<file path="src/design/tpmab_pkg.sv">
// ----------------------------------------------------------------------------
// tpmab_pkg
// Shared constants and types for the tick-paced moving average blinker.
// ----------------------------------------------------------------------------
package tpmab_pkg;

   localparam int WINDOW_LEN_DEF = 10;

   localparam int SAMPLE_W  = 8;
   localparam int COUNT_W   = 8;
   localparam int CSR_ADDR_W = 3;
   localparam int CSR_DATA_W = 32;

   localparam logic [COUNT_W-1:0] READ_RATE_RST  = 8'd7;
   localparam logic [COUNT_W-1:0] BLINK_RATE_RST = 8'd9;

   // register index, taken from paddr[2]
   localparam logic REG_READ_RATE  = 1'b0;
   localparam logic REG_BLINK_RATE = 1'b1;

   typedef struct packed {
      logic blink;
      logic took_reading;
   } tpmab_flags_type;

endpackage

</file>
<file path="src/design/tpmab_win_mem.sv">
// ----------------------------------------------------------------------------
// tpmab_win_mem
// Circular sample window in a synchronous memory. Presents the entry that
// the next write will overwrite (the oldest sample), zero if never written.
// ----------------------------------------------------------------------------
module tpmab_win_mem import tpmab_pkg::*; #(
   parameter int WindowLen = WINDOW_LEN_DEF
) (
   input  logic                clock,
   input  logic                reset,
   input  logic                wr_en,
   input  logic [SAMPLE_W-1:0] wr_data,
   output logic [SAMPLE_W-1:0] oldest
);

   localparam int PtrW = $clog2(WindowLen);

   logic [SAMPLE_W-1:0]  mem [WindowLen];
   logic [WindowLen-1:0] valid_ff, valid_in;
   logic [PtrW-1:0]      ptr_ff, ptr_in;
   logic [SAMPLE_W-1:0]  rd_data_ff;
   logic                 rd_valid_ff;

   always_comb begin
      valid_in = valid_ff;
      if (reset) begin
         ptr_in = '0;
      end else if (wr_en) begin
         valid_in[ptr_ff] = 1'b1;
         ptr_in = (ptr_ff == PtrW'(WindowLen - 1)) ? '0 : ptr_ff + 1'b1;
      end else begin
         ptr_in = ptr_ff;
      end
   end

   // read always follows the next write slot; it never equals the slot being written
   always_ff @(posedge clock) begin
      if (reset) begin
         ptr_ff      <= '0;
         valid_ff    <= '0;
         rd_valid_ff <= 1'b0;
      end else begin
         ptr_ff      <= ptr_in;
         valid_ff    <= valid_in;
         rd_valid_ff <= valid_ff[ptr_in];
      end
   end

   always_ff @(posedge clock) begin
      if (wr_en) begin
         mem[ptr_ff] <= wr_data;
      end
      rd_data_ff <= mem[ptr_in];
   end

   assign oldest = rd_valid_ff ? rd_data_ff : '0;

endmodule

</file>
<file path="src/design/tpmab_avg_pipe.sv">
// ----------------------------------------------------------------------------
// tpmab_avg_pipe
// Pipelined divide of the window sum by the window length (reciprocal
// multiply plus one correction step) and the output register.
// ----------------------------------------------------------------------------
module tpmab_avg_pipe import tpmab_pkg::*; #(
   parameter int WindowLen = WINDOW_LEN_DEF
) (
   input  logic                                   clock,
   input  logic                                   reset,
   input  logic                                   in_valid,
   output logic                                   in_ready,
   input  logic [SAMPLE_W+$clog2(WindowLen)-1:0] in_sum,
   input  tpmab_flags_type                        in_flags,
   output logic                                   rsp_valid,
   input  logic                                   rsp_stall,
   output logic [SAMPLE_W-1:0]                    rsp_average,
   output logic                                   rsp_blink,
   output logic                                   rsp_took_reading
);

   localparam int SumW  = SAMPLE_W + $clog2(WindowLen);
   localparam int ProdW = 2 * SumW;
   localparam logic [SumW-1:0] Recip = SumW'((1 << SumW) / WindowLen);
   localparam logic [SumW-1:0] LenC  = SumW'(WindowLen);

   logic                s0_v_ff, s1_v_ff, s2_v_ff, rsp_valid_ff;
   logic [SumW-1:0]     s0_sum_ff, s1_sum_ff, s2_sum_ff;
   tpmab_flags_type     s0_flags_ff, s1_flags_ff, s2_flags_ff, rsp_flags_ff;
   logic [ProdW-1:0]    s1_prod_ff;
   logic [SumW-1:0]     s2_quot_ff;
   logic [SAMPLE_W-1:0] rsp_average_ff;

   logic            out_ready, r2, r1, r0;
   logic [SumW-1:0] rem, quot_fix;

   assign out_ready = !rsp_valid_ff || !rsp_stall;
   assign r2        = !s2_v_ff || out_ready;
   assign r1        = !s1_v_ff || r2;
   assign r0        = !s0_v_ff || r1;
   assign in_ready  = r0;

   // estimate is exact or one low; correct with one compare and subtract
   assign rem      = s2_sum_ff - SumW'(s2_quot_ff * LenC);
   assign quot_fix = (rem >= LenC) ? s2_quot_ff + 1'b1 : s2_quot_ff;

   always_ff @(posedge clock) begin
      if (reset) begin
         s0_v_ff      <= 1'b0;
         s1_v_ff      <= 1'b0;
         s2_v_ff      <= 1'b0;
         rsp_valid_ff <= 1'b0;
      end else begin
         if (r0) begin
            s0_v_ff <= in_valid;
         end
         if (r1) begin
            s1_v_ff <= s0_v_ff;
         end
         if (r2) begin
            s2_v_ff <= s1_v_ff;
         end
         if (out_ready) begin
            rsp_valid_ff <= s2_v_ff;
         end
      end
   end

   always_ff @(posedge clock) begin
      if (r0) begin
         s0_sum_ff   <= in_sum;
         s0_flags_ff <= in_flags;
      end
      if (r1) begin
         s1_prod_ff  <= ProdW'(s0_sum_ff) * ProdW'(Recip);
         s1_sum_ff   <= s0_sum_ff;
         s1_flags_ff <= s0_flags_ff;
      end
      if (r2) begin
         s2_quot_ff  <= s1_prod_ff[ProdW-1:SumW];
         s2_sum_ff   <= s1_sum_ff;
         s2_flags_ff <= s1_flags_ff;
      end
      if (out_ready) begin
         rsp_average_ff <= quot_fix[SAMPLE_W-1:0];
         rsp_flags_ff   <= s2_flags_ff;
      end
   end

   assign rsp_valid        = rsp_valid_ff;
   assign rsp_average      = rsp_average_ff;
   assign rsp_blink        = rsp_flags_ff.blink;
   assign rsp_took_reading = rsp_flags_ff.took_reading;

endmodule

</file>
<file path="src/design/tick_paced_moving_average_blinker_top.sv">
// ----------------------------------------------------------------------------
// tick_paced_moving_average_blinker_top
// Tick-paced moving average of an 8-bit sample with a blink flag.
// ----------------------------------------------------------------------------
// Each req_ transfer is one timer tick carrying req_sample. Every
// read_rate+1 ticks the sample goes into a WindowLen-deep window and the
// average becomes floor(window sum / WindowLen); between readings the last
// average is repeated. The blink flag toggles every blink_rate+1 readings.
// Every tick yields exactly one rsp_ transfer, in order.
// Throughput: one tick per cycle. The window lives in a memory with one
// write and one read per cycle; the read fetches the oldest sample ahead of
// time and a running sum is updated with it, so back-to-back readings work.
// The result passes the three stages of the reciprocal divide and then
// the output register before rsp_valid rises.
// When rsp_stall is high the output holds; the earlier stages keep filling,
// and req_stall rises only once every stage is full.
// Reset clears counters, blink flag, sum and the window (valid bits), and
// loads read_rate = 7, blink_rate = 9. Registers: read_rate at 0x0,
// blink_rate at 0x4; write them only while the block is idle.
// ----------------------------------------------------------------------------
module tick_paced_moving_average_blinker_top import tpmab_pkg::*; #(
   parameter int WindowLen = WINDOW_LEN_DEF
) (
   input  logic                  clock,
   input  logic                  reset,
   input  logic                  req_valid,
   output logic                  req_stall,
   input  logic [SAMPLE_W-1:0]   req_sample,
   output logic                  rsp_valid,
   input  logic                  rsp_stall,
   output logic [SAMPLE_W-1:0]   rsp_average,
   output logic                  rsp_blink,
   output logic                  rsp_took_reading,
   input  logic                  psel,
   input  logic                  penable,
   input  logic                  pwrite,
   input  logic [CSR_ADDR_W-1:0] paddr,
   input  logic [CSR_DATA_W-1:0] pwdata,
   output logic [CSR_DATA_W-1:0] prdata,
   output logic                  pready
);

   localparam int SumW = SAMPLE_W + $clog2(WindowLen);

   logic [COUNT_W-1:0]  read_rate_ff, blink_rate_ff;
   logic [COUNT_W-1:0]  tick_count_ff, tick_count_in;
   logic [COUNT_W-1:0]  reading_count_ff, reading_count_in;
   logic                blink_ff, blink_in;
   logic [SumW-1:0]     sum_ff, sum_in;

   logic                pipe_ready, accept, reading, csr_write;
   logic                reg_sel;
   logic [SAMPLE_W-1:0] oldest;
   tpmab_flags_type     flags;

   assign pready    = 1'b1;
   assign csr_write = psel && penable && pwrite;
   assign reg_sel   = paddr[2];

   always_comb begin
      unique case (reg_sel)
         REG_READ_RATE:  prdata = CSR_DATA_W'(read_rate_ff);
         REG_BLINK_RATE: prdata = CSR_DATA_W'(blink_rate_ff);
         default:        prdata = '0;
      endcase
   end

   assign req_stall = !pipe_ready;
   assign accept    = req_valid && pipe_ready;
   assign reading   = tick_count_ff == read_rate_ff;

   always_comb begin
      tick_count_in    = tick_count_ff;
      reading_count_in = reading_count_ff;
      blink_in         = blink_ff;
      sum_in           = sum_ff;
      if (accept) begin
         if (reading) begin
            tick_count_in = '0;
            // drop the oldest sample, add the new one
            sum_in = sum_ff + SumW'(req_sample) - SumW'(oldest);
            if (reading_count_ff == blink_rate_ff) begin
               blink_in         = !blink_ff;
               reading_count_in = '0;
            end else begin
               reading_count_in = reading_count_ff + 1'b1;
            end
         end else begin
            tick_count_in = tick_count_ff + 1'b1;
         end
      end
   end

   always_ff @(posedge clock) begin
      if (reset) begin
         read_rate_ff     <= READ_RATE_RST;
         blink_rate_ff    <= BLINK_RATE_RST;
         tick_count_ff    <= '0;
         reading_count_ff <= '0;
         blink_ff         <= 1'b0;
         sum_ff           <= '0;
      end else begin
         if (csr_write && pready) begin
            unique case (reg_sel)
               REG_READ_RATE:  read_rate_ff  <= pwdata[COUNT_W-1:0];
               REG_BLINK_RATE: blink_rate_ff <= pwdata[COUNT_W-1:0];
               default: ;
            endcase
         end
         tick_count_ff    <= tick_count_in;
         reading_count_ff <= reading_count_in;
         blink_ff         <= blink_in;
         sum_ff           <= sum_in;
      end
   end

   assign flags.blink        = blink_in;
   assign flags.took_reading = reading;

   tpmab_win_mem #(
      .WindowLen(WindowLen)
   ) u_win_mem (
      .clock   (clock),
      .reset   (reset),
      .wr_en   (accept && reading),
      .wr_data (req_sample),
      .oldest  (oldest)
   );

   tpmab_avg_pipe #(
      .WindowLen(WindowLen)
   ) u_avg_pipe (
      .clock            (clock),
      .reset            (reset),
      .in_valid         (req_valid),
      .in_ready         (pipe_ready),
      .in_sum           (sum_in),
      .in_flags         (flags),
      .rsp_valid        (rsp_valid),
      .rsp_stall        (rsp_stall),
      .rsp_average      (rsp_average),
      .rsp_blink        (rsp_blink),
      .rsp_took_reading (rsp_took_reading)
   );

endmodule

</file>
<file path="config.mk">
export PLATFORM = sky130hd
export DESIGN_NAME = tick_paced_moving_average_blinker_top
export DESIGN_NICKNAME = d
export VERILOG_FILES = /design/src/design/tpmab_pkg.sv /design/src/design/tpmab_win_mem.sv /design/src/design/tpmab_avg_pipe.sv /design/src/design/tick_paced_moving_average_blinker_top.sv
export SDC_FILE = /design/constraint.sdc
export NUM_CORES = 1
export LEC_CHECK = 0
export BUFFER_PORTS_ARGS = -buffer_cell sky130_fd_sc_hd__buf_2
export CAP_MARGIN = 10
export CORE_MARGIN = 4
export CORE_UTILIZATION = 45
export CTS_BUF_LIST = sky130_fd_sc_hd__clkbuf_4
export DETAILED_ROUTE_END_ITERATION = 8
export PLACE_DENSITY_LB_ADDON = 0.15
export SLEW_MARGIN = 15
export SYNTH_ARGS = -nofsm -noshare
export SYNTH_HDL_FRONTEND = slang
export SYNTH_HIERARCHICAL = 1
export SYNTH_SLANG_ARGS = --single-unit
</file>
<file path="constraint.sdc">
create_clock -name clock -period 8.33 [get_ports clock]
set_input_delay 2.0825 -clock clock [delete_from_list [all_inputs] [get_ports clock]]
set_output_delay 2.0825 -clock clock [all_outputs]
set_load 0.01 [all_outputs]
</file>
# Word-level counts from Yosys, hierarchy flattened

Memory sizes are Yosys's and may differ from the RTL's. A register that Yosys moved wholly into a read port is not among the register bits.
Cells that the tools add are included.

Add/subtract/negate cells: 7
Multipliers: 2
$lt $le $gt $ge: 4
Equality and inequality tests: 3
Muxes and demuxes: 19
Bitwise logic cells: 2
Reductions and logical operators: 19

Operators with widths:

| operator                | count |
|---|---|
| $pmux W32 S2            | 1 |
| $mux W8                 | 4 |
| $add A8 B1 Y8 const B   | 3 |
| $mux W12                | 2 |
| $mul A12 B9 Y21 const B | 1 |
| $eq A8 B8 Y1            | 2 |
| $add A12 B8 Y12         | 1 |
| $ge A12 B4 Y1 const B   | 1 |
| $mux W4                 | 3 |
| $sub A12 B12 Y12        | 1 |
| $sub A12 B8 Y12         | 1 |
| $mul A9 B3 Y11 const B  | 1 |
| $lt A4 B5 Y1 const B    | 2 |
| $or A10 B10 Y10         | 1 |
| $logic_not A1 Y1        | 7 |
| $mux W1                 | 7 |
| $reduce_and A2 Y1       | 3 |
| $logic_and A1 B1 Y1     | 5 |
| $add A4 B1 Y4 const B   | 1 |
| $bmux W1 S4             | 1 |
| $demux W1 S4            | 1 |
| $eq A4 B4 Y1 const B    | 1 |
| $ge A4 B1 Y1 const B    | 1 |
| $logic_or A1 B1 Y1      | 4 |
| $not A1 Y1              | 1 |

Flip-flop bits (word level): 146
Memory bits (writable): 80
Output and inout port bits: 45
Memories kept: 1

Memories:

| memory        | depth | width | rd ports | clocked after Yosys merged registers in | wr ports | line                | text |
|---|---|---|---|---|---|---|---|
| u_win_mem.mem | 10    | 8     | 1        | 1                                       | 1        | tpmab_win_mem.sv:18 | `logic [SAMPLE_W-1:0] mem [WindowLen];` |

# Logic depth before layout (Yosys ltp)

Gate-level depths: netlist of the first run.

Depth in word-level cells: 11
Depth in mapped cells: 16
Mapped depth without buffers: 16

# Hierarchy

The synthesis of the first run kept the hierarchy.

Modules (own cells, without submodules):

| module                                | instances | cells an instance | area an instance (um^2) |
|---|---|---|---|
| tpmab_avg_pipe                        | 1         | 377               | 4759.6 |
| tpmab_win_mem                         | 1         | 331               | 4332.9 |
| tick_paced_moving_average_blinker_top | 1         | 365               | 2997.9 |

# Worst setup path before layout of the first run

Ideal clock, no wire load.

Path kind: input to register
Start: input port rsp_stall
End: memory u_win_mem.mem[0][0], enable pin
Library setup time: 386 ps
Arrival: 5029 ps
Data required time: 7944 ps
Slack: 2915 ps
Stages: 10
Path buffers: 3
Path through: and3_1 nand3_1 nand2_1 or3_1 inv_2 buf_2 buf_2 buf_4 or3b_2 nor3_1

Longest elaborated chain between the ends: 9

RTL lines:

| what                          | line                                         | text |
|---|---|---|
| start, declared               | tick_paced_moving_average_blinker_top.sv:30  | `input logic rsp_stall,` |
| $logic_not A1 Y1              | tpmab_avg_pipe.sv:37                         | `assign out_ready = !rsp_valid_ff \|\| !rsp_stall;` |
| $logic_or A1 B1 Y1            | tpmab_avg_pipe.sv:37                         |  |
| $logic_or A1 B1 Y1            | tpmab_avg_pipe.sv:38                         | `assign r2 = !s2_v_ff \|\| out_ready;` |
| $logic_or A1 B1 Y1            | tpmab_avg_pipe.sv:39                         | `assign r1 = !s1_v_ff \|\| r2;` |
| $logic_or A1 B1 Y1            | tpmab_avg_pipe.sv:40                         | `assign r0 = !s0_v_ff \|\| r1;` |
| named net pipe_ready          | tick_paced_moving_average_blinker_top.sv:51  | `logic pipe_ready, accept, reading, csr_write;` |
| $logic_and A1 B1 Y1           | tick_paced_moving_average_blinker_top.sv:69  | `assign accept = req_valid && pipe_ready;` |
| $logic_and A1 B1 Y1           | tick_paced_moving_average_blinker_top.sv:125 | `.wr_en (accept && reading),` |
| $mux W1                       | tpmab_win_mem.sv:50                          | `if (wr_en) begin` |
| $mux W1 (not written as such) | tpmab_win_mem.sv:51                          | `mem[ptr_ff] <= wr_data;` |
| end, declared                 | tpmab_win_mem.sv:18                          |  |

The timed path passes the listed nets, and every way through them passes these cells.

# Final worst setup path of the first run

Start: input port rsp_stall
End: output port req_stall

Longest elaborated chain between the ends: 6

RTL lines:

| what                 | line                                        | text |
|---|---|---|
| $logic_not A1 Y1     | tpmab_avg_pipe.sv:37                        |  |
| $logic_or A1 B1 Y1   | tpmab_avg_pipe.sv:37                        |  |
| $logic_or A1 B1 Y1   | tpmab_avg_pipe.sv:38                        |  |
| $logic_or A1 B1 Y1   | tpmab_avg_pipe.sv:39                        |  |
| $logic_or A1 B1 Y1   | tpmab_avg_pipe.sv:40                        |  |
| named net pipe_ready | tick_paced_moving_average_blinker_top.sv:51 |  |
| $logic_not A1 Y1     | tick_paced_moving_average_blinker_top.sv:68 | `assign req_stall = !pipe_ready;` |
| end, declared        | tick_paced_moving_average_blinker_top.sv:27 | `output logic req_stall,` |

The timed path passes the listed nets, and every way through them passes these cells.

==> flow_metrics.env, run 1 <==
export IMPL_synthesis_area_sq_um=12100
export IMPL_ys_ff_latch=220
export IMPL_htreeDepth=2
export IMPL_antenna_found_initial=1
export IMPL_grt_ovfl_total=0
export IMPL_synth_edf_count=148
export IMPL_start_kind="primary input"
export IMPL_post_drt_wl_per_cell_microns=15.8
export IMPL_required_ns=6.25
export IMPL_area_delta_synth_final_pct=9.96
export IMPL_dp_hpwl_mm=17.1
export IMPL_crit_arrival_ns=3.05
export IMPL_drc_errors=0
export IMPL_fin_crit_sh=0.617
export IMPL_clk_pin_slew_worst_paths_ns=0.07
export IMPL_drtIter0Drc=344
export IMPL_syn_inst=1073
export IMPL_initial_core_util=0.460
export IMPL_fin_skew_ns=0.0851
export IMPL_grt_max_degree=52
export IMPL_ir_drop_mv=0.124
export IMPL_ys_flop_type="edfxtp_1"
export IMPL_finalSetupTns_ns=0
export IMPL_nets=1322
export IMPL_fin_cells=1529
export IMPL_grt_usage=0.166
export IMPL_rsz0062_at_grt="false"
export IMPL_hold_viol_final=0
export IMPL_synth_top_area_cell="edfxtp_1"
export IMPL_grt_pass1_wl_mm=39.7
export IMPL_synth_top_area_frac=0.368
export IMPL_powerDensity_nw_per_um2=167
export IMPL_post_route_cell_area_sq_um=13300
export IMPL_clockBufferDepth=3
export IMPL_cts_sinks=220
export IMPL_max_slew_margin=0.289
export IMPL_ys_types=79
export IMPL_cts_hold_buffers=0
export IMPL_cts_resized=0
export IMPL_antenna_left=0
export IMPL_synthArstFlopShare=0
export IMPL_cts_made_buffers=57
export IMPL_syn_area_per_cell_sq_um=11.3
export IMPL_cp_max_fo=17
export IMPL_post_cts_buffers=0
export IMPL_end_kind="output port"
export IMPL_drv_cap=0
export IMPL_io_pins=95
export IMPL_place_inst=1423
export IMPL_grt_pass1_vias=8044
export IMPL_hold_path_class="reg2reg"
export IMPL_final_min_clock_period_ns=5.14
export IMPL_wl_mm=24.1
export IMPL_root_buffer="clkbuf_4"
export IMPL_holdWs_ns=0.416
export IMPL_final_util=0.506
export IMPL_die_w_microns=172
export IMPL_synth_top_cells_by_area="edfxtp_1, dfxtp_1, ha_1"
export IMPL_worstMarginPinSlew_ns=1.06
export IMPL_drive_above_1_share=0.159
export IMPL_cts_tree="done"
export IMPL_drv_slew=0
export IMPL_nFillCells=2421
export IMPL_drtPass1Iterations=5
export IMPL_yosysSeqAreaShare=0.487
export IMPL_fmax_mhz=195
export IMPL_io_buffer_count=43
export IMPL_insertion_delay_ns=0.71
export IMPL_design_core_area_sq_um=26300
export IMPL_p_leak_uw=0.00582
export IMPL_routed_via_density=5.22
export IMPL_final_setup_viol_count=0
export IMPL_worstSetupPathType="in2out"
export IMPL_fp_dieH_microns=172
export IMPL_status="complete, no violations"
export IMPL_ys_warn_count=6
export IMPL_dieArea_sq_um=29600
export IMPL_route_vias_total=7979
export IMPL_gp_congestion=0.831
export IMPL_place_area_sq_um=12500
export IMPL_num_rows=59
[cells in the final DEF, fill, tap and decap left out, types with 28 or more instances in the layout]
| master | netlist | routed |
|---|---|---|
| edfxtp_1 | 148 | 148 |
| inv_1 | 111 | 111 |
| clkbuf_4 | 0 | 94 |
| ha_1 | 93 | 93 |
| nor2_1 | 80 | 80 |
| dfxtp_1 | 72 | 72 |
| nand2_1 | 62 | 62 |
| buf_2 | 11 | 43 |
| xnor2_1 | 37 | 37 |
| nand3_1 | 34 | 34 |
| xor2_1 | 32 | 32 |
| fa_1 | 32 | 32 |
| a21oi_1 | 28 | 28 |
[flip-flops by register name (all words and copies together), names as in the netlist, 9 cells and up]
signal,cells
u_avg_pipe/s0_sum_ff,12
u_win_mem/mem,80
u_avg_pipe/s2_sum_ff,11
u_avg_pipe/s2_quot_ff,9
u_avg_pipe/s1_sum_ff,11
u_win_mem/valid_ff,10
u_avg_pipe/s1_prod_ff,9
sum_ff,12
[cell families (layout without fill, tap and decap cells)]
kind of cell	count (synthesis)	in the layout	share of synthesized area
compound gates	171	171	0.101
xor+xnor	69	69	0.0500
fa+ha+maj	125	125	0.149
buf+inv	170	266	0.0639
flops	220	220	0.487
mux	37	37	0.0350
other cells	2	27	0.000621
simple gates	279	279	0.113
[power by group]
group / total, uW / internal, uW / switching, uW
registers: 1170 / 1170 / 5.35
logic: 117 / 45.6 / 71.0
clock network: 936 / 511 / 425
total: 2230 / 1720 / 502
[final timing paths]
| path | startpoint | end | slack (ns) | cells past startpoint |
|---|---|---|---|---|
| setup / recovery | rsp_stall | req_stall | 3.19 | 6 |
| hold / removal | u_avg_pipe/s1_prod_ff[19] | u_avg_pipe/s2_quot_ff[7] | 0.42 | 0 |
| setup reg to reg | u_avg_pipe/s0_sum_ff[5] | u_avg_pipe/s1_prod_ff[20] | 3.49 | 15 |
| hold reg to reg | u_avg_pipe/s1_prod_ff[19] | u_avg_pipe/s2_quot_ff[7] | 0.42 | 0 |
[layer usage]
layer,wire length (microns),global-route usage,vias to the layer above
met5,0,0,-
met4,387,0.0506,0
met3,986,0.0297,30
met2,11300,0.274,164
met1,11400,0.226,3838
li1,-,-,3947
[final cells by class]
class / instances / area, sq um / area share
multi-input combinational: 706 / 5530 / 0.416
clock buffer: 94 / 706 / 0.0531
tap: 335 / 419 / 0.0315
sequential: 220 / 5890 / 0.443
antenna: 2 / 5.00 / 0.000376
clock inverter: 10 / 61.3 / 0.00461
timing repair buffer: 49 / 260 / 0.0196
inverter: 113 / 424 / 0.0319
[metrics by stage]
step | power (uW) | worst slack [ns]
2_1_floorplan | 1290 | 2.91
3_3_place_gp | 1310 | 2.51
3_5_place_dp | 1310 | 2.47
4_1_cts | 2260 | 3.15
5_1_grt | 2340 | 3.07
6_report | 2230 | 3.19
[worst max-delay path, cell delays in order]
cell and delay (ns):
buf_2 0.11, and3_1 0.22, nand3_1 0.15, buf_4 0.28, inv_1 0.06, buf_2 0.14
[cells in the mapped netlist (all sizes together), types with 4 or more instances]
library cell and instances:
a211oi 25, a21oi 29, a221oi 8, a22o 14
a22oi 14, and2 22, and3 8, buf 42
clkbuf 15, dfxtp 72, edfxtp 148, fa 32
ha 93, inv 113, mux2 19, mux2i 16
nand2 63, nand2b 6, nand3 34, nand3b 4
nand4 13, nor2 82, nor2b 9, nor3 20
nor4 4, o2111ai 4, o211ai 5, o21a 4
o21ai 36, or3 5, xnor2 37, xor2 32
Note: power is estimated with default switching activity, not from simulation.
==> run 2: changes to the inputs <==
==> constraint.sdc (replaced) <==
create_clock -name clock -period 4.75 [get_ports clock]
set_input_delay 1.1875 -clock clock [delete_from_list [all_inputs] [get_ports clock]]
set_output_delay 1.1875 -clock clock [all_outputs]
set_load 0.01 [all_outputs]
==> run 2 against run 1 <==
Final area up 1.4%. Utilization rose by 0.71 points. Critical path depth grew 9. Largest power group unchanged. First-iteration DRC count grew 45%. Clock skew fell by 0.047 ns. Worst hold slack worse by 0.0096 ns. Combinational power up 79%. Critical path type is now reg2reg. Final cell count rose by 2.0%. Sequential cell count stayed put.
==> flow_metrics.env, run 2 (same netlist as run 1, synthesis figures left out) <==
export IMPL_cts_sinks=220
export IMPL_insertion_delay_ns=0.65
export IMPL_largest_reg_flops=80
export IMPL_nets=1349
export IMPL_dp_hpwl_mm=17.6
export IMPL_gp_congestion=0.795
export IMPL_grt_usage=0.168
export IMPL_num_rows=59
export IMPL_drv_cap=0
export IMPL_io_pins=95
export IMPL_routed_via_density=5.13
export IMPL_final_min_clock_period_ns=4.48
export IMPL_dpl_worst_slack_ns=0.112
export IMPL_root_buffer="clkbuf_4"
export IMPL_setup_slack_ns=0.269
export IMPL_powerDensity_nw_per_um2=291
export IMPL_drtIter0Drc=500
export IMPL_drv_slew=0
export IMPL_cts_made_buffers=60
export IMPL_htreeDepth=2
export IMPL_grt_ovfl_total=0
export IMPL_crit_family="adder cells"
export IMPL_die_w_microns=172
export IMPL_hold_viol_final=0
export IMPL_hold_path_class="reg2reg"
export IMPL_largest_register="u_win_mem/mem"
export IMPL_ir_drop_mv=0.240
export IMPL_use_met2=0.277
export IMPL_route_vias_total=7996
export IMPL_final_common_cell="edfxtp_1"
export IMPL_antenna_left=0
export IMPL_max_slew_margin=0.348
export IMPL_antenna_found_initial=1
export IMPL_end_kind="flip-flop"
export IMPL_status="complete, no violations"
export IMPL_power_uw=3920
export IMPL_gr_usage_met3=0.0318
export IMPL_busiest_layer="met2"
export IMPL_post_drt_wl_per_cell_microns=15.3
export IMPL_dieArea_sq_um=29600
export IMPL_max_stage_delay_ns=0.54
export IMPL_nFillCells=2397
export IMPL_grt_max_degree=47
export IMPL_required_ns=5.13
export IMPL_mostFrequentLayoutCells="edfxtp_1, inv_1, ha_1"
export IMPL_drc_errors=0
export IMPL_final_setup_viol_count=0
export IMPL_drtPass1Iterations=4
export IMPL_cts_hold_buffers=0
export IMPL_worstSetupPathType="reg2reg"
export IMPL_worstMarginPinSlew_ns=0.974
export IMPL_finalSetupTns_ns=0
export IMPL_clockBufferDepth=3
export IMPL_fin_skew_ns=0.0376
export IMPL_cts_tree="done"
export IMPL_fin_crit_sh=0.943
export IMPL_grt_pass1_wl_mm=40.1
export IMPL_top_regs="u_win_mem/mem: 80 flops, sum_ff: 12 flops, u_avg_pipe/s0_sum_ff: 12 flops"
export IMPL_path_buf_inv=2
export IMPL_area_delta_synth_final_pct=11.5
export IMPL_drive_above_1_share=0.167
export IMPL_grt_use_met1=0.228
export IMPL_initial_core_util=0.460
export IMPL_p_leak_uw=0.00593
export IMPL_io_buffer_count=43
export IMPL_clk_pin_slew_worst_paths_ns=0.06
export IMPL_start_kind="flip-flop"
export IMPL_fmax_mhz=223
export IMPL_cp_max_fo=3
export IMPL_fp_dieH_microns=172
export IMPL_worstPathCellList="ha_1 > inv_1 > fa_1 > fa_1 > inv_1 > fa_1 > ha_1 > a2111o_1 > o211a_1 > a21oi_2 > a211oi_1 > o31a_1 > o21ai_2 > nand2b_1 > xnor2_1"
export IMPL_rsz0062_at_grt="false"
export IMPL_holdWs_ns=0.406
export IMPL_grt_pass1_vias=8145
export IMPL_crit_top_cell="fa_1"
export IMPL_crit_arrival_ns=4.86
export IMPL_design_core_area_sq_um=26300
export IMPL_wl_mm=23.9
export IMPL_cpMaxStageDelayCell="fa_1"
[run 2: final cells by class]
| class | instances | area, sq um | share of cell area |
|---|---|---|---|
| diodes | 1 | 2.50 | 0.000186 |
| clock buffers | 77 | 578 | 0.0429 |
| clock inverters | 35 | 196 | 0.0146 |
| inverters | 113 | 424 | 0.0315 |
| multi-input cells | 706 | 5540 | 0.411 |
| flip-flops and latches | 220 | 5890 | 0.437 |
| well taps | 335 | 419 | 0.0311 |
| repair buffers | 73 | 440 | 0.0327 |
[run 2: final timing paths]
kind	startpoint	to	slack, ns	cells past startpoint
min	u_avg_pipe/s1_sum_ff[10]	u_avg_pipe/s2_sum_ff[10]	0.41	0
min reg2reg	u_avg_pipe/s1_sum_ff[10]	u_avg_pipe/s2_sum_ff[10]	0.41	0
max reg2reg	u_avg_pipe/s0_sum_ff[2]	u_avg_pipe/s1_prod_ff[20]	0.27	15
max	u_avg_pipe/s0_sum_ff[2]	u_avg_pipe/s1_prod_ff[20]	0.27	15
[run 2: where the power goes]
part           internal [uW]  switching, uW
sequential              2050           8.87
combinational           83.4            125
clock                    879            778
total                   3010            913
[run 2: layer usage]
metal | vias up | part of all wire
li1 | 4014 | -
met3 | 21 | 0.043
met5 | - | 0
met1 | 3804 | 0.48
met2 | 157 | 0.47
met4 | 0 | 0.011
[run 2: timing repair]
| item | 4_1_cts | 5_1_grt |
|---|---|---|
| setup endpoints to repair | 0 | 3 |
| resized for setup | 0 | 3 |
| setup buffers | 0 | 2 |
[run 2: stage by stage]
step | utilization | cell area [sq um] | std cells
after floorplan | - | 12200 | 1096
after global placement | 0.483 | 12700 | 1445
after detailed placement | 0.483 | 12700 | 1445
after CTS | 0.512 | 13500 | 1557
after global routing | 0.513 | 13500 | 1560
final | 0.513 | 13500 | 1560
==> run 3: changes to the inputs <==
--- a/config.mk
+++ b/config.mk
@@ -5,6 +5,7 @@
 export SDC_FILE = /design/constraint.sdc
 export NUM_CORES = 1
 export LEC_CHECK = 0
+export ABC_AREA = 1
 export BUFFER_PORTS_ARGS = -buffer_cell sky130_fd_sc_hd__buf_2
 export CAP_MARGIN = 10
 export CORE_MARGIN = 4
@@ -12,6 +13,7 @@
 export CTS_BUF_LIST = sky130_fd_sc_hd__clkbuf_4
 export DETAILED_ROUTE_END_ITERATION = 8
 export PLACE_DENSITY_LB_ADDON = 0.15
+export REMOVE_ABC_BUFFERS = 1
 export SLEW_MARGIN = 15
 export SYNTH_ARGS = -nofsm -noshare
 export SYNTH_HDL_FRONTEND = slang
==> run 3 against run 2 <==
Combinational power is 75% higher. Routed wire length grew 3.6%. Synthesized cell count rose by 37%. Fmax up 11%. Count of clock-buffer cells in the layout is 23 higher. First-iteration DRC count shrank 37%. Clock skew fell by 0.0062 ns. Die area grew 6.6%. Final area up 5.1%. Final cell count grew 27%. Largest cell class unchanged.
==> flow_metrics.env, run 3 <==
export IMPL_status="complete, no violations"
export IMPL_ir_drop_mv=0.163
export IMPL_worstSetupPathType="reg2reg"
export IMPL_synth_top_cells_by_area="edfxtp_1, nand2_1, dfxtp_1"
export IMPL_drtPass1Iterations=5
export IMPL_drc_errors=0
export IMPL_largest_register="u_win_mem/mem"
export IMPL_cts_sinks=220
export IMPL_nFillCells=2714
export IMPL_design_core_area_sq_um=28100
export IMPL_cts_resized=0
export IMPL_reg2reg_from="u_avg_pipe/s0_sum_ff[5]"
export IMPL_io_pins=95
export IMPL_place_inst=1869
export IMPL_ys_types=42
export IMPL_synthXorXnorAreaFrac=0.0217
export IMPL_grt_max_degree=47
export IMPL_ys_flop_type="edfxtp_1"
export IMPL_yosys_top_cells_count="nand2_1, inv_1, edfxtp_1, nand3_1, ha_1"
export IMPL_ys_warn_count=6
export IMPL_powerDensity_nw_per_um2=291
export IMPL_synth_top_family_by_area="simple AND/OR/NAND/NOR gates"
export IMPL_synthArstFlopShare=0
export IMPL_final_setup_viol_count=0
export IMPL_required_ns=5.16
export IMPL_hp_start="u_avg_pipe/s1_sum_ff[10]"
export IMPL_top_regs="u_win_mem/mem: 80 flops, sum_ff: 12 flops, u_avg_pipe/s0_sum_ff: 12 flops"
export IMPL_seqPwrFrac=0.502
export IMPL_dieArea_sq_um=31500
export IMPL_drive_above_1_share=0.134
export IMPL_synth_top_area_cell="edfxtp_1"
export IMPL_ys_ff_latch=220
export IMPL_cts_hold_buffers=0
export IMPL_comb_power_share=0.089
export IMPL_synth_top_area_frac=0.344
export IMPL_end_kind="flip-flop"
export IMPL_initial_core_util=0.460
export IMPL_worstSetupStartpoint="u_avg_pipe/s0_sum_ff[5]"
export IMPL_p_leak_uw=0.00711
export IMPL_fin_skew_ns=0.0314
export IMPL_htreeDepth=2
export IMPL_largest_reg_flops=80
export IMPL_antenna_left=0
export IMPL_worstMarginPinSlew_ns=0.894
export IMPL_final_min_clock_period_ns=4.04
export IMPL_synthesis_area_sq_um=12900
export IMPL_synth_fa_ha_area_frac=0.140
export IMPL_grt_ovfl_total=0
export IMPL_cp_endpoint="u_avg_pipe/s1_prod_ff[20]"
export IMPL_grt_usage=0.163
export IMPL_wl_mm=24.7
export IMPL_dp_hpwl_mm=18.4
export IMPL_area_delta_synth_final_pct=9.61
export IMPL_clockBufferDepth=3
export IMPL_yosysSeqAreaShare=0.455
export IMPL_gp_congestion=0.857
export IMPL_syn_area_per_cell_sq_um=8.79
export IMPL_grt_pass1_wl_mm=42.6
export IMPL_cp_max_fo=4
export IMPL_synth_compound_area_frac=0.0525
export IMPL_drtIter0Drc=315
export IMPL_p_sw_uw=999
export IMPL_final_util=0.504
export IMPL_antenna_found_initial=1
export IMPL_p_int_uw=3120
export IMPL_routed_via_density=4.71
export IMPL_r2r_slack_ns=0.71
export IMPL_route_vias_total=9334
export IMPL_setup_slack_ns=0.711
export IMPL_post_cts_buffers=0
export IMPL_synth_most_common_cell="nand2_1"
export IMPL_grt_pass1_vias=9204
export IMPL_finalSetupTns_ns=0
export IMPL_swShare=0.243
export IMPL_reg2reg_to="u_avg_pipe/s1_prod_ff[20]"
export IMPL_io_buffer_count=43
export IMPL_syn_inst=1470
export IMPL_fin_crit_sh=0.850
export IMPL_root_buffer="clkbuf_4"
export IMPL_die_w_microns=177
export IMPL_rsz0062_at_grt="false"
export IMPL_cts_tree="done"
export IMPL_synth_area_mux_share=0
export IMPL_final_common_cell="nand2_1"
export IMPL_nets=1728
export IMPL_synth_edf_count=148
export IMPL_crit_arrival_ns=4.45
export IMPL_reg2reg_depth=16
export IMPL_fin_cells=1982
export IMPL_insertion_delay_ns=0.67
export IMPL_drv_slew=0
export IMPL_place_area_sq_um=13400
export IMPL_max_slew_margin=0.402
export IMPL_synth_simple_area_share=0.231
export IMPL_mostFrequentLayoutCells="nand2_1, inv_1, edfxtp_1"
export IMPL_p_clk_frac=0.410
export IMPL_hold_viol_final=0
export IMPL_clk_pin_slew_worst_paths_ns=0.06
export IMPL_drv_cap=0
export IMPL_fp_dieH_microns=177
export IMPL_start_kind="flip-flop"
export IMPL_hold_path_class="reg2reg"
export IMPL_dpl_worst_slack_ns=0.665
export IMPL_cts_made_buffers=60
export IMPL_post_drt_wl_per_cell_microns=12.5
export IMPL_fmax_mhz=248
export IMPL_num_rows=61
export IMPL_post_route_cell_area_sq_um=14200
run 3: cell count changes after synthesis, moves of 19 or more:
cell / delta
a21oi_1: +30
xnor2_1: -25
nand2_1: +359
nand2_2: +19
nand3_1: +65
a211oi_1: -22
inv_1: +108
and2_1: -22
run 3: area by class of cell:
class	count	area, sq um	share of cell area
inverters	229	886	0.0625
flip-flops and latches	220	5890	0.415
diodes	1	2.50	0.000177
repair buffers	51	275	0.0194
clock inverters	12	51.3	0.00362
multi-input cells	991	5840	0.412
clock buffers	100	751	0.0530
well taps	378	473	0.0334
run 3: worst min path at each step:
| stage | endpoint | slack [ns] | cells after the start |
|---|---|---|---|
| after CTS | u_avg_pipe/s2_sum_ff[10] | 0.41 | 0 |
| final | u_avg_pipe/s2_sum_ff[10] | 0.41 | 0 |
| after detailed placement | u_avg_pipe/s2_quot_ff[0] | 0.40 | 0 |
| after floorplan | u_avg_pipe/rsp_blink | 0.40 | 0 |
| after global routing | u_avg_pipe/s2_sum_ff[5] | 0.40 | 0 |
| after global placement | u_avg_pipe/s2_sum_ff[7] | 0.40 | 0 |
run 3: metrics by stage:
step / hold slack [ns] / power, uW
floorplan: 0.400 / 2380
global placement: 0.400 / 2470
detailed placement: 0.405 / 2480
CTS: 0.413 / 4200
global route: 0.399 / 4360
finish: 0.410 / 4120
run 3: cells by family (layout without fill, tap and decap cells):
kind of cell,Yosys count,count (layout)
flops,220,220
buf+inv,282,392
fa+ha+maj,125,125
other cells,2,26
compound gates,122,122
xor+xnor,32,32
simple gates,687,687
run 3: power by group through the flow:
stage / Combinational [uW] / Clock, uW / Sequential [uW]
finish: 366 / 1690 / 2070
CTS: 371 / 1760 / 2070
detailed placement: 369 / 0 / 2110
global placement: 367 / 0 / 2110
floorplan: 268 / 0 / 2110
global route: 425 / 1870 / 2070
run 3: critical path, cell delays in order (launching register included):
cell and delay, ns:
edfxtp_1 0.48, ha_1 0.39, inv_1 0.08, fa_1 0.52, fa_1 0.54, inv_1 0.05
fa_1 0.47, ha_1 0.36, a21oi_1 0.16, o21a_1 0.12, o21ai_0 0.14, nand2_1 0.09
nand2_1 0.10, nand3_1 0.12, nand2_1 0.05, nand2_1 0.06, nand2_1 0.05
run 3: layer usage:
metal | GRT usage | wire length [microns]
met2 | 0.276 | 11800
met3 | 0.0298 | 913
met4 | 0.0477 | 345
met1 | 0.213 | 11600
met5 | 0 | 0
